$ cat src/skd_pkg.sv
// Shared types and constants for the scalar Kalman denoiser.
// Used by skd_ctrl, skd_datapath and scalar_kalman_denoiser_top; no dependencies.
package skd_pkg;

  // Number formats
  localparam int SAMPLE_BITS = 16;
  localparam int FRAC_BITS   = 31;
  localparam int EST_SHIFT   = 32 - SAMPLE_BITS;

  // Gain holds 0 .. 1.0, so it needs one integer bit
  localparam int GAIN_W = FRAC_BITS + 1;
  // Widest product: (1 - gain) * pred
  localparam int PROD_W = FRAC_BITS + 33;
  // Divider: numerator width, one quotient bit per step
  localparam int NUM_W     = FRAC_BITS + 33;
  localparam int DIV_STEPS = FRAC_BITS + 1;
  localparam int CNT_W     = $clog2(DIV_STEPS);

  localparam logic [31:0]       COV_ONE  = 32'd1 << FRAC_BITS;
  localparam logic [GAIN_W-1:0] GAIN_ONE = GAIN_W'(1) << FRAC_BITS;

  localparam logic [31:0] PV_RESET = 32'(21475 >> (31 - FRAC_BITS));
  localparam logic [31:0] MV_RESET = 32'(2630667 >> (31 - FRAC_BITS));

  // Configuration register indexes
  localparam int CFG_INDEX_BITS = 2;
  localparam logic [CFG_INDEX_BITS-1:0] REG_PROCESS_VAR     = 2'd0;
  localparam logic [CFG_INDEX_BITS-1:0] REG_MEASUREMENT_VAR = 2'd1;

  // Controller states
  typedef enum logic [3:0] {
    ST_IDLE,
    ST_PRED,
    ST_SETUP,
    ST_DIV,
    ST_GAIN,
    ST_MUL_EST,
    ST_MUL_COV,
    ST_COV,
    ST_DONE
  } state_t;

  // Commands from controller to datapath
  typedef struct packed {
    logic load_in;   // latch sample, apply start request
    logic pred;      // predicted covariance
    logic setup;     // denominator and divider start
    logic div_step;  // one restoring division step
    logic gain;      // clamp quotient into gain
    logic mul_en;    // write the shared multiplier's product
    logic mul_cov;   // multiplier operands: (1 - gain) * pred
    logic upd_est;   // estimate update from product
    logic cov_upd;   // covariance update from product
    logic load_out;  // round estimate into output word
  } cmd_t;

endpackage

$ cat src/scalar_kalman_denoiser_top.sv
// Top level of the scalar Kalman denoiser: controller plus datapath.
// Depends on skd_pkg, skd_ctrl and skd_datapath.
//
//   channel  direction  handshake           word
//   in       input      in_valid/in_stall   sample, start_req
//   out      output     out_valid/out_stall filtered
//   cfg      input      cfg_valid/cfg_ready cfg_index, cfg_data
//
// A word passes through prediction, then the gain divider, which retires one
// quotient bit a cycle (FRAC_BITS + 1 steps), then two passes through the
// shared multiplier and the updates.
// Reset restores the variance registers, estimate 0 and covariance 1.0.
// A stalled output word holds the next one in the controller; input is taken
// again once the result has moved into the output register.
module scalar_kalman_denoiser_top (
  input  logic                                  clk,
  input  logic                                  rst,
  input  logic                                  in_valid,
  output logic                                  in_stall,
  input  logic signed [skd_pkg::SAMPLE_BITS-1:0] sample,
  input  logic                                  start_req,
  output logic                                  out_valid,
  input  logic                                  out_stall,
  output logic signed [skd_pkg::SAMPLE_BITS-1:0] filtered,
  input  logic                                  cfg_valid,
  output logic                                  cfg_ready,
  input  logic [skd_pkg::CFG_INDEX_BITS-1:0]    cfg_index,
  input  logic [31:0]                           cfg_data
);
  import skd_pkg::*;

  cmd_t cmd;

  // registers are always writable
  assign cfg_ready = 1'b1;

  skd_ctrl u_ctrl (
    .clk       (clk),
    .rst       (rst),
    .in_valid  (in_valid),
    .in_stall  (in_stall),
    .out_valid (out_valid),
    .out_stall (out_stall),
    .cmd       (cmd)
  );

  skd_datapath u_datapath (
    .clk       (clk),
    .rst       (rst),
    .cmd       (cmd),
    .sample    (sample),
    .start_req (start_req),
    .cfg_wr    (cfg_valid && cfg_ready),
    .cfg_index (cfg_index),
    .cfg_data  (cfg_data),
    .filtered  (filtered)
  );

endmodule

$ cat src/skd_ctrl.sv
// Controller state machine of the scalar Kalman denoiser.
// Depends on skd_pkg; drives skd_datapath through cmd_t.
module skd_ctrl (
  input  logic          clk,
  input  logic          rst,
  input  logic          in_valid,
  output logic          in_stall,
  output logic          out_valid,
  input  logic          out_stall,
  output skd_pkg::cmd_t cmd
);
  import skd_pkg::*;

  state_t           state;
  state_t           state_next;
  logic [CNT_W-1:0] cnt;
  logic             div_last;
  logic             out_free;

  assign div_last = (cnt == CNT_W'(DIV_STEPS - 1));
  // output slot is empty or being taken this cycle
  assign out_free = !out_valid || !out_stall;
  assign in_stall = (state != ST_IDLE);

  // state register and step counter
  always_ff @(posedge clk) begin
    if (rst) begin
      state <= ST_IDLE;
      cnt   <= '0;
    end else begin
      state <= state_next;
      if (state == ST_SETUP) begin
        cnt <= '0;
      end else if (state == ST_DIV) begin
        cnt <= cnt + CNT_W'(1);
      end
    end
  end

  // output word valid flag
  always_ff @(posedge clk) begin
    if (rst) begin
      out_valid <= 1'b0;
    end else if (cmd.load_out) begin
      out_valid <= 1'b1;
    end else if (!out_stall) begin
      out_valid <= 1'b0;
    end
  end

  // next state and commands
  always_comb begin
    state_next = state;
    cmd        = '0;
    case (state)
      ST_IDLE: begin
        if (in_valid) begin
          cmd.load_in = 1'b1;
          state_next  = ST_PRED;
        end
      end
      ST_PRED: begin
        cmd.pred   = 1'b1;
        state_next = ST_SETUP;
      end
      ST_SETUP: begin
        cmd.setup  = 1'b1;
        state_next = ST_DIV;
      end
      ST_DIV: begin
        cmd.div_step = 1'b1;
        if (div_last) begin
          state_next = ST_GAIN;
        end
      end
      ST_GAIN: begin
        cmd.gain   = 1'b1;
        state_next = ST_MUL_EST;
      end
      ST_MUL_EST: begin
        cmd.mul_en = 1'b1;
        state_next = ST_MUL_COV;
      end
      ST_MUL_COV: begin
        cmd.mul_en  = 1'b1;
        cmd.mul_cov = 1'b1;
        cmd.upd_est = 1'b1;
        state_next  = ST_COV;
      end
      ST_COV: begin
        cmd.cov_upd = 1'b1;
        state_next  = ST_DONE;
      end
      ST_DONE: begin
        if (out_free) begin
          cmd.load_out = 1'b1;
          state_next   = ST_IDLE;
        end
      end
      default: begin
        state_next = ST_IDLE;
      end
    endcase
  end

endmodule

$ cat src/skd_datapath.sv
// Datapath of the scalar Kalman denoiser: variance registers, filter state,
// restoring divider for the gain, one shared 32x32 multiplier, output rounding.
// Depends on skd_pkg; commanded by skd_ctrl.
module skd_datapath (
  input  logic                                  clk,
  input  logic                                  rst,
  input  skd_pkg::cmd_t                         cmd,
  input  logic signed [skd_pkg::SAMPLE_BITS-1:0] sample,
  input  logic                                  start_req,
  input  logic                                  cfg_wr,
  input  logic [skd_pkg::CFG_INDEX_BITS-1:0]    cfg_index,
  input  logic [31:0]                           cfg_data,
  output logic signed [skd_pkg::SAMPLE_BITS-1:0] filtered
);
  import skd_pkg::*;

  // configuration and filter state
  logic [31:0]        pv;
  logic [31:0]        mv;
  logic signed [31:0] est;
  logic [31:0]        cov;

  // per-word working registers
  logic signed [SAMPLE_BITS-1:0] sample_q;
  logic [31:0]        pred;
  logic [32:0]        den;
  logic [32:0]        rem;
  logic [GAIN_W-1:0]  quo;    // numerator low bits, then quotient
  logic [GAIN_W-1:0]  gain;
  logic [PROD_W-1:0]  prod;

  // combinational terms
  logic [32:0]        pred_sum;
  logic [32:0]        den_c;
  logic [NUM_W-1:0]   num;
  logic [33:0]        rem_sh;
  logic               rem_ge;
  logic [33:0]        rem_sub;
  logic signed [32:0] diff;
  logic               diff_neg;
  logic [32:0]        diff_abs;
  logic [31:0]        mul_a;
  logic [31:0]        mul_b;
  logic [PROD_W:0]    prod_rnd;
  logic [32:0]        dmag;
  logic signed [33:0] delta;
  logic signed [33:0] est_sum;
  logic signed [31:0] est_new;
  logic [32:0]        emag;
  logic [32:0]        emag_rnd;
  logic [32-EST_SHIFT:0] omag;
  logic signed [SAMPLE_BITS-1:0] out_c;

  // predicted covariance, saturated to 32 bits
  assign pred_sum = {1'b0, cov} + {1'b0, pv};

  // gain numerator: pred * 2^F + den / 2
  assign den_c = {1'b0, pred} + {1'b0, mv};
  assign num   = {1'b0, pred, FRAC_BITS'(0)} + NUM_W'(den_c >> 1);

  // one restoring division step
  assign rem_sh  = {rem, quo[GAIN_W-1]};
  assign rem_ge  = (rem_sh >= {1'b0, den});
  assign rem_sub = rem_sh - {1'b0, den};

  // innovation: sample scaled to Q1.31 minus estimate
  assign diff     = 33'(signed'({sample_q, EST_SHIFT'(0)})) - 33'(est);
  assign diff_neg = diff[32];
  assign diff_abs = diff_neg ? 33'(-diff) : 33'(diff);

  // shared multiplier operands
  always_comb begin
    if (cmd.mul_cov) begin
      mul_a = 32'(GAIN_ONE - gain);
      mul_b = pred;
    end else begin
      mul_a = 32'(gain);
      mul_b = diff_abs[31:0];
    end
  end

  // product rounded to nearest at F fraction bits
  assign prod_rnd = {1'b0, prod} + (PROD_W + 1)'(COV_ONE >> 1);
  assign dmag     = 33'(prod_rnd >> FRAC_BITS);

  // new estimate with signed 32-bit saturation
  assign delta   = diff_neg ? -signed'({1'b0, dmag}) : signed'({1'b0, dmag});
  assign est_sum = 34'(est) + delta;
  always_comb begin
    if (est_sum > 34'sd2147483647) begin
      est_new = 32'sh7fffffff;
    end else if (est_sum < -34'sd2147483648) begin
      est_new = 32'sh80000000;
    end else begin
      est_new = est_sum[31:0];
    end
  end

  // output: estimate rounded to the sample format and saturated
  assign emag     = est[31] ? 33'(-33'(est)) : 33'(est);
  assign emag_rnd = emag + 33'(33'd1 << (EST_SHIFT - 1));
  assign omag     = emag_rnd[32:EST_SHIFT];
  always_comb begin
    if (!est[31]) begin
      if (omag > (33 - EST_SHIFT)'((1 << (SAMPLE_BITS - 1)) - 1)) begin
        out_c = {1'b0, {(SAMPLE_BITS - 1){1'b1}}};
      end else begin
        out_c = SAMPLE_BITS'(omag);
      end
    end else begin
      if (omag > (33 - EST_SHIFT)'(1 << (SAMPLE_BITS - 1))) begin
        out_c = {1'b1, {(SAMPLE_BITS - 1){1'b0}}};
      end else begin
        out_c = SAMPLE_BITS'(-omag);
      end
    end
  end

  // configuration registers
  always_ff @(posedge clk) begin
    if (rst) begin
      pv <= PV_RESET;
      mv <= MV_RESET;
    end else if (cfg_wr) begin
      case (cfg_index)
        REG_PROCESS_VAR:     pv <= cfg_data;
        REG_MEASUREMENT_VAR: mv <= cfg_data;
        default: begin
        end
      endcase
    end
  end

  // filter state
  always_ff @(posedge clk) begin
    if (rst) begin
      est <= '0;
      cov <= COV_ONE;
    end else begin
      if (cmd.load_in && start_req) begin
        est <= '0;
        cov <= COV_ONE;
      end
      if (cmd.upd_est) begin
        est <= est_new;
      end
      if (cmd.cov_upd) begin
        cov <= 32'(prod_rnd >> FRAC_BITS);
      end
    end
  end

  // working registers
  always_ff @(posedge clk) begin
    if (cmd.load_in) begin
      sample_q <= sample;
    end
    if (cmd.pred) begin
      pred <= pred_sum[32] ? 32'hffffffff : pred_sum[31:0];
    end
    if (cmd.setup) begin
      den <= den_c;
      rem <= 33'(num >> GAIN_W);
      quo <= num[GAIN_W-1:0];
    end
    if (cmd.div_step) begin
      rem <= rem_ge ? rem_sub[32:0] : rem_sh[32:0];
      quo <= {quo[GAIN_W-2:0], rem_ge};
    end
    if (cmd.gain) begin
      if (den == '0) begin
        gain <= '0;
      end else if (quo > GAIN_ONE) begin
        gain <= GAIN_ONE;
      end else begin
        gain <= quo;
      end
    end
    if (cmd.mul_en) begin
      prod <= PROD_W'(mul_a * mul_b);
    end
    if (cmd.load_out) begin
      filtered <= out_c;
    end
  end

endmodule
$ cat config.mk
export PLATFORM = sky130hd
export DESIGN_NAME = scalar_kalman_denoiser_top
export DESIGN_NICKNAME = d
export VERILOG_FILES = /design/src/skd_pkg.sv /design/src/scalar_kalman_denoiser_top.sv /design/src/skd_ctrl.sv /design/src/skd_datapath.sv
export SDC_FILE = /design/constraint.sdc
export NUM_CORES = 2
export LEC_CHECK = 0
export BUFFER_PORTS_ARGS = -buffer_cell sky130_fd_sc_hd__buf_2
export CORE_MARGIN = 2
export CORE_UTILIZATION = 55
export DETAILED_ROUTE_END_ITERATION = 8
export GPL_TIMING_DRIVEN = 1
export PLACE_DENSITY = 0.71
export SLEW_MARGIN = 20
export SYNTH_ARGS = -nofsm -noshare
export SYNTH_HDL_FRONTEND = slang
export SYNTH_SLANG_ARGS = --single-unit
$ cat constraint.sdc
create_clock -name clk -period 14.35 [get_ports clk]
set_input_delay 1.435 -clock clk [delete_from_list [all_inputs] [get_ports clk]]
set_output_delay 1.435 -clock clk [all_outputs]
set_load 0.05 [all_outputs]
Yosys cells after proc, flatten, opt, wreduce, memory -nomap -nowiden
Cells that the tools add are included.
- add/subtract/negate cells: 14
- multipliers: 1
- order comparisons: 6
- equality and inequality tests: 14
- mux-type cells: 37
- reduce and logical (&&, ||, !) cells: 17
- operator list (cell ; number):
    32-bit 2-to-1 mux ; 12
    33-bit 2-to-1 mux ; 4
    32-bit by 32-bit adder with 33-bit output ; 2
    63-bit by 32-bit adder with 64-bit output ; 1
    64-bit by 31-bit adder with 64-bit output (second input constant) ; 1
    32-bit by 32-bit multiplier with 64-bit output ; 1
    16-bit 2-to-1 mux ; 3
    4-bit one-hot mux with 9 select lines ; 1
    32-bit by 34-bit adder with 34-bit output ; 1
    34-bit by 33-bit greater-or-equal comparator with 1-bit output ; 1
    34-bit by 32-bit greater-than comparator with 1-bit output (second input constant) ; 1
    34-bit by 32-bit < comparator with 1-bit output (second input constant) ; 1
    34-bit 2-to-1 mux ; 1
    33-bit negation with 34-bit output ; 1
    33-bit by 16-bit adder with 33-bit output (second input constant) ; 1
    33-bit zero test ; 1
    32-bit negation with 33-bit output ; 1
    32-bit by 32-bit subtractor with 33-bit output ; 1
    33-bit subtractor ; 1
    32-bit greater-than comparator (second input constant) ; 1
    32-bit negation ; 1
    32-bit subtractor (first input constant) ; 1
    17-bit by 15-bit greater-than comparator with 1-bit output (second input constant) ; 1
    17-bit by 16-bit greater-than comparator with 1-bit output (second input constant) ; 1
    23 further kinds ; 48
- register bits: 396
- output and inout bits: 19

Longest topological paths before layout
- word-level depth: 8
- gate-level depth with buffers: 44
- gate-level depth less buffers: 40

Cells and area by module
A second synthesis with hierarchy kept.
- cell total of the unflattened synthesis: 6687
- area total of the unflattened synthesis: 58471.1 sq um
- modules (own cells, without submodules) (module ; instances ; cells each ; area an instance (sq um)):
    skd_datapath ; 1 ; 6618 ; 57901.8
    skd_ctrl ; 1 ; 67 ; 558.0
    scalar_kalman_denoiser_top ; 1 ; 2 ; 11.3

Least setup slack after synthesis
OpenSTA, ideal clock, no wires.
- path type: reg-to-reg
- start: register u_datapath.est[0]
- end: register u_datapath.prod[61], data pin
- data arrival time: 10.770 ns
- required time: 14.082 ns
- setup slack: 3.312 ns
- stages on the path, launching flop included: 39
- buffers on the path: 4
- cell sequence: dfxtp_1 > clkbuf_1 > inv_1 > ha_1 > or3b_1 > buf_4 > or3_4 > o31a_1 > nor4_4 > nand4b_2 > nor2_4 > nand2_2 > or4b_1 > o21ai_0 > and3_1 > buf_6 > buf_12 > nor2_4 > (+3 left out) > fa_1 > fa_1 > fa_1 > fa_1 > inv_1 > fa_1 > inv_1 > ha_1 > and2_1 > nand3_1 > or4_1 > or2_2 > or4_1 > o2111ai_1 > a21oi_1 > or3_1 > nor2_1 > a311oi_1
- word-level cells in the longest chain between the ends: 5
- ends and longest elaborated chain (element ; RTL line ; source):
    from (decl) ; skd_datapath.sv:20 ; logic signed [31:0] est;
    from (signal assigned) ; skd_datapath.sv:145 ; est <= est_new;
    32-bit by 32-bit subtractor with 33-bit output (*) ; skd_datapath.sv:67 ; assign diff = 33'(signed'({sample_q, EST_SHIFT'(0)})) - 33'(est);
    32-bit negation ; skd_datapath.sv:69 ; assign diff_abs = diff_neg ? 33'(-diff) : 33'(diff);
    32-bit 2-to-1 mux (*) ; skd_datapath.sv:69 ;
    32-bit 2-to-1 mux (*) ; skd_datapath.sv:73 ; if (cmd.mul_cov) begin
    32-bit by 32-bit multiplier with 64-bit output (*) ; skd_datapath.sv:180 ; prod <= PROD_W'(mul_a * mul_b);
    to (signal assigned) ; skd_datapath.sv:180 ;
    to (decl) ; skd_datapath.sv:30 ; logic [PROD_W-1:0] prod;
Every way passes the cells marked *; elsewhere a longest branch is shown, timed or not.
A chain may end at the register's enable or synchronous reset.

Worst setup path in the final report
Same ends and word-level chain as after synthesis.

==> results.cfg <==
[status]
outcome = finished, violations left
violations = design-rule violations

[global_routing]
grt_antenna_before_repair = 9
grt_max_degree = 77
grtUsageTotal = 0.365
grt_pass1_vias = 50900
grt_overflow_total = 0
grt_pass1_wl_um = 304000

[logic_synthesis]
yosysSeqAreaShare = 0.162
yosysTopAreaCellShare = 0.304
synthAdderAreaFrac = 0.392
synth_top_family_by_area = adder cells
yosysTopAreaCell = fa_1
synth_nets = 8291
synth_edf_count = 228
yosys-mux-area-fraction = 0.00704
ys_async_sr_fraction = 0
ys_types = 98
yosys_most_used_dff = edfxtp_1
syn_area_per_cell_sq_um = 8.55
netlist_area_sq_um = 59200
synthCells = 6919
synth-xor-area-share = 0.0593
synth_compound_area_frac = 0.106
yosys_warnings = 0
yosysMostFrequentCell = nand2_1
ys_ff_latch = 366
synth_common_cells = nand2_1 (1185), inv_1 (1088), fa_1 (899)
yosys.area_share.simple = 0.182
synth_area_leaders = fa_1 (30%), edfxtp_1 (12%), ha_1 (8.8%)

[cts]
clk_path_buf_depth = 3
cts_tree = done
cts_buffers = 40
cts_resized = 0
path_clk_slew_ps = 70
cts_sinks = 366
root_buffer = clkbuf_16
clk-insertion-delay-late_ps = 590
cts_setup_buffers = 0
h-tree-depth = 2
cts_hold_buf = 0

[drt]
vias_per_cell = 6.03
drt-wirelength-per-cell_um = 24.1
antenna_left = 0
drc_errors = 1
wl_um = 200000
drt-pass1-iter-count = 9
drtIter0Drc = 4664
vias = 49900

[sta]
fin_skew_ps = 39.5
relSlewSlack = 0.178
tightest_slew_ps = 1230
hold_viol_final = 0
period_share = 0.926
setup_ws_ps = 1060
drv_slew = 0
rsz0062_at_grt = false
setup_violations = 0
fmaxAchievable_mhz = 75.2
fin_setup_tns_ps = 0
hold_slack_ps = 461
period_needed_ps = 13290

[floorplan]
dieArea_sq_um = 110000
rows = 120
die_x_um = 332
core_area_sq_um = 107000
die_height_um = 332
io_pins = 75
start_util = 0.554

[min_path]
min_path_type = flip-flop to flip-flop

[layout]
synthToLayoutAreaGrowth_pct = 6.57
drive_gt1_frac = 0.0620
fin_nets = 8214

[setup_path]
cp_max_fo = 19
crit_type = flip-flop to flip-flop
max_stage_delay_ps = 990
required_ps = 14710
path_common_cell = fa_1
worstSetupEndpointType = flip-flop
cpMaxStageDelayCell = nor4_1
regToRegSetupSlack_ps = 1060
arrival_ps = 13650
cp-start-kind = flip-flop

[flow_run]
drv_cap = 0

[placed_design]
dpl.hpwl_um = 160000
port_buffers = 73
gp_congestion = 1.04
pre_cts_slack_ps = 1280
[flip-flops by register name, summed over array words and instances (netlist names), 5 cells and up]
signal               count
u_datapath.prod         34
u_datapath.pred         32
u_datapath.sample_q     16
u_ctrl.cnt               5
u_datapath.rem          33
u_datapath.filtered     16
u_datapath.cov          32
u_datapath.est          32
u_datapath.gain         32
u_datapath.quo          32
u_datapath.mv           32
u_datapath.pv           32
u_datapath.den          33
[cells by family (layout without fill, tap and decap cells)]
group                      Yosys count  after routing
adders and majority gates         1316           1316
xor gates and xnor gates           401            401
and+or+nand+nor                   2383           2383
other                                1              4
AOI/OAI and AO/OA                  998            998
muxes                               38             38
buffers and inverters             1416           1370
DFF                                366            366
[layer usage]
layer,up-vias,track usage,wire [um]
met1,24800,0.460,75900
met2,2425,0.589,91500
li1,22100,-,-
met5,-,0,46
met4,8,0.214,14400
met3,658,0.0670,18000
[through the flow]
step,cells,instance area (sq um),utilization
6_report,8279,63100,0.590
5_1_grt,8278,63100,0.590
4_1_cts,8276,63100,0.590
3_5_place_dp,8203,61700,0.577
3_3_place_gp,8201,61600,0.577
2_1_floorplan,6919,59200,-
[critical path: cells and delay by family (launching register included)]
family | cells | cell delay (ps)
AND/OR/NAND/NOR | 13 | 5120
flip-flops | 1 | 450
buffers and inverters | 4 | 290
XOR/XNOR | 2 | 440
AO/OA/AOI/OAI | 5 | 1880
adder cells (fa/ha/maj) | 10 | 4870
[layout by cell type (no fill, tap or decap), drive strengths merged, types with 17 or more instances in the layout]
cell type     n
nand2b       31
a21o        120
o21ai       159
nor3         96
o21a         44
nand3       106
a211oi       48
a21oi       354
inv        1094
nand3b       20
clkbuf       52
mux2         26
o211ai       17
a31oi        66
o21bai       37
and3         37
nand4        67
buf         207
o31ai        17
nand2      1186
nor2b        33
fa          899
ha          417
or3          33
and2        128
nor2        513
edfxtp      228
xnor2       262
xor2        139
dfxtp       138
nor4         57
[worst paths after layout]
check | end | cells past startpoint | from
max | u_datapath.prod[61]$_DFFE_PN_ | 34 | u_datapath.est[0]$_SDFFE_PP0P_
max reg2reg | u_datapath.prod[61]$_DFFE_PN_ | 34 | u_datapath.est[0]$_SDFFE_PP0P_
min | u_datapath.pv[3]$_SDFFE_PP0P_ | 2 | u_datapath.pv[3]$_SDFFE_PP0P_
min reg2reg | u_datapath.pv[3]$_SDFFE_PP0P_ | 2 | u_datapath.pv[3]$_SDFFE_PP0P_
[final cells by class]
class | instances | area, sq um
fillers | 9541 | 43800
multi-input cells | 5137 | 44900
clock inverters | 21 | 226
inverters | 1090 | 4090
well taps | 1403 | 1760
flip-flops and latches | 366 | 9610
clock buffers | 52 | 1110
repair buffers | 207 | 1410
diodes | 3 | 7.51
Power is left out: the tool's default activity adds up to more than one toggle a clock period on the data nets, which glitch-free logic cannot reach.
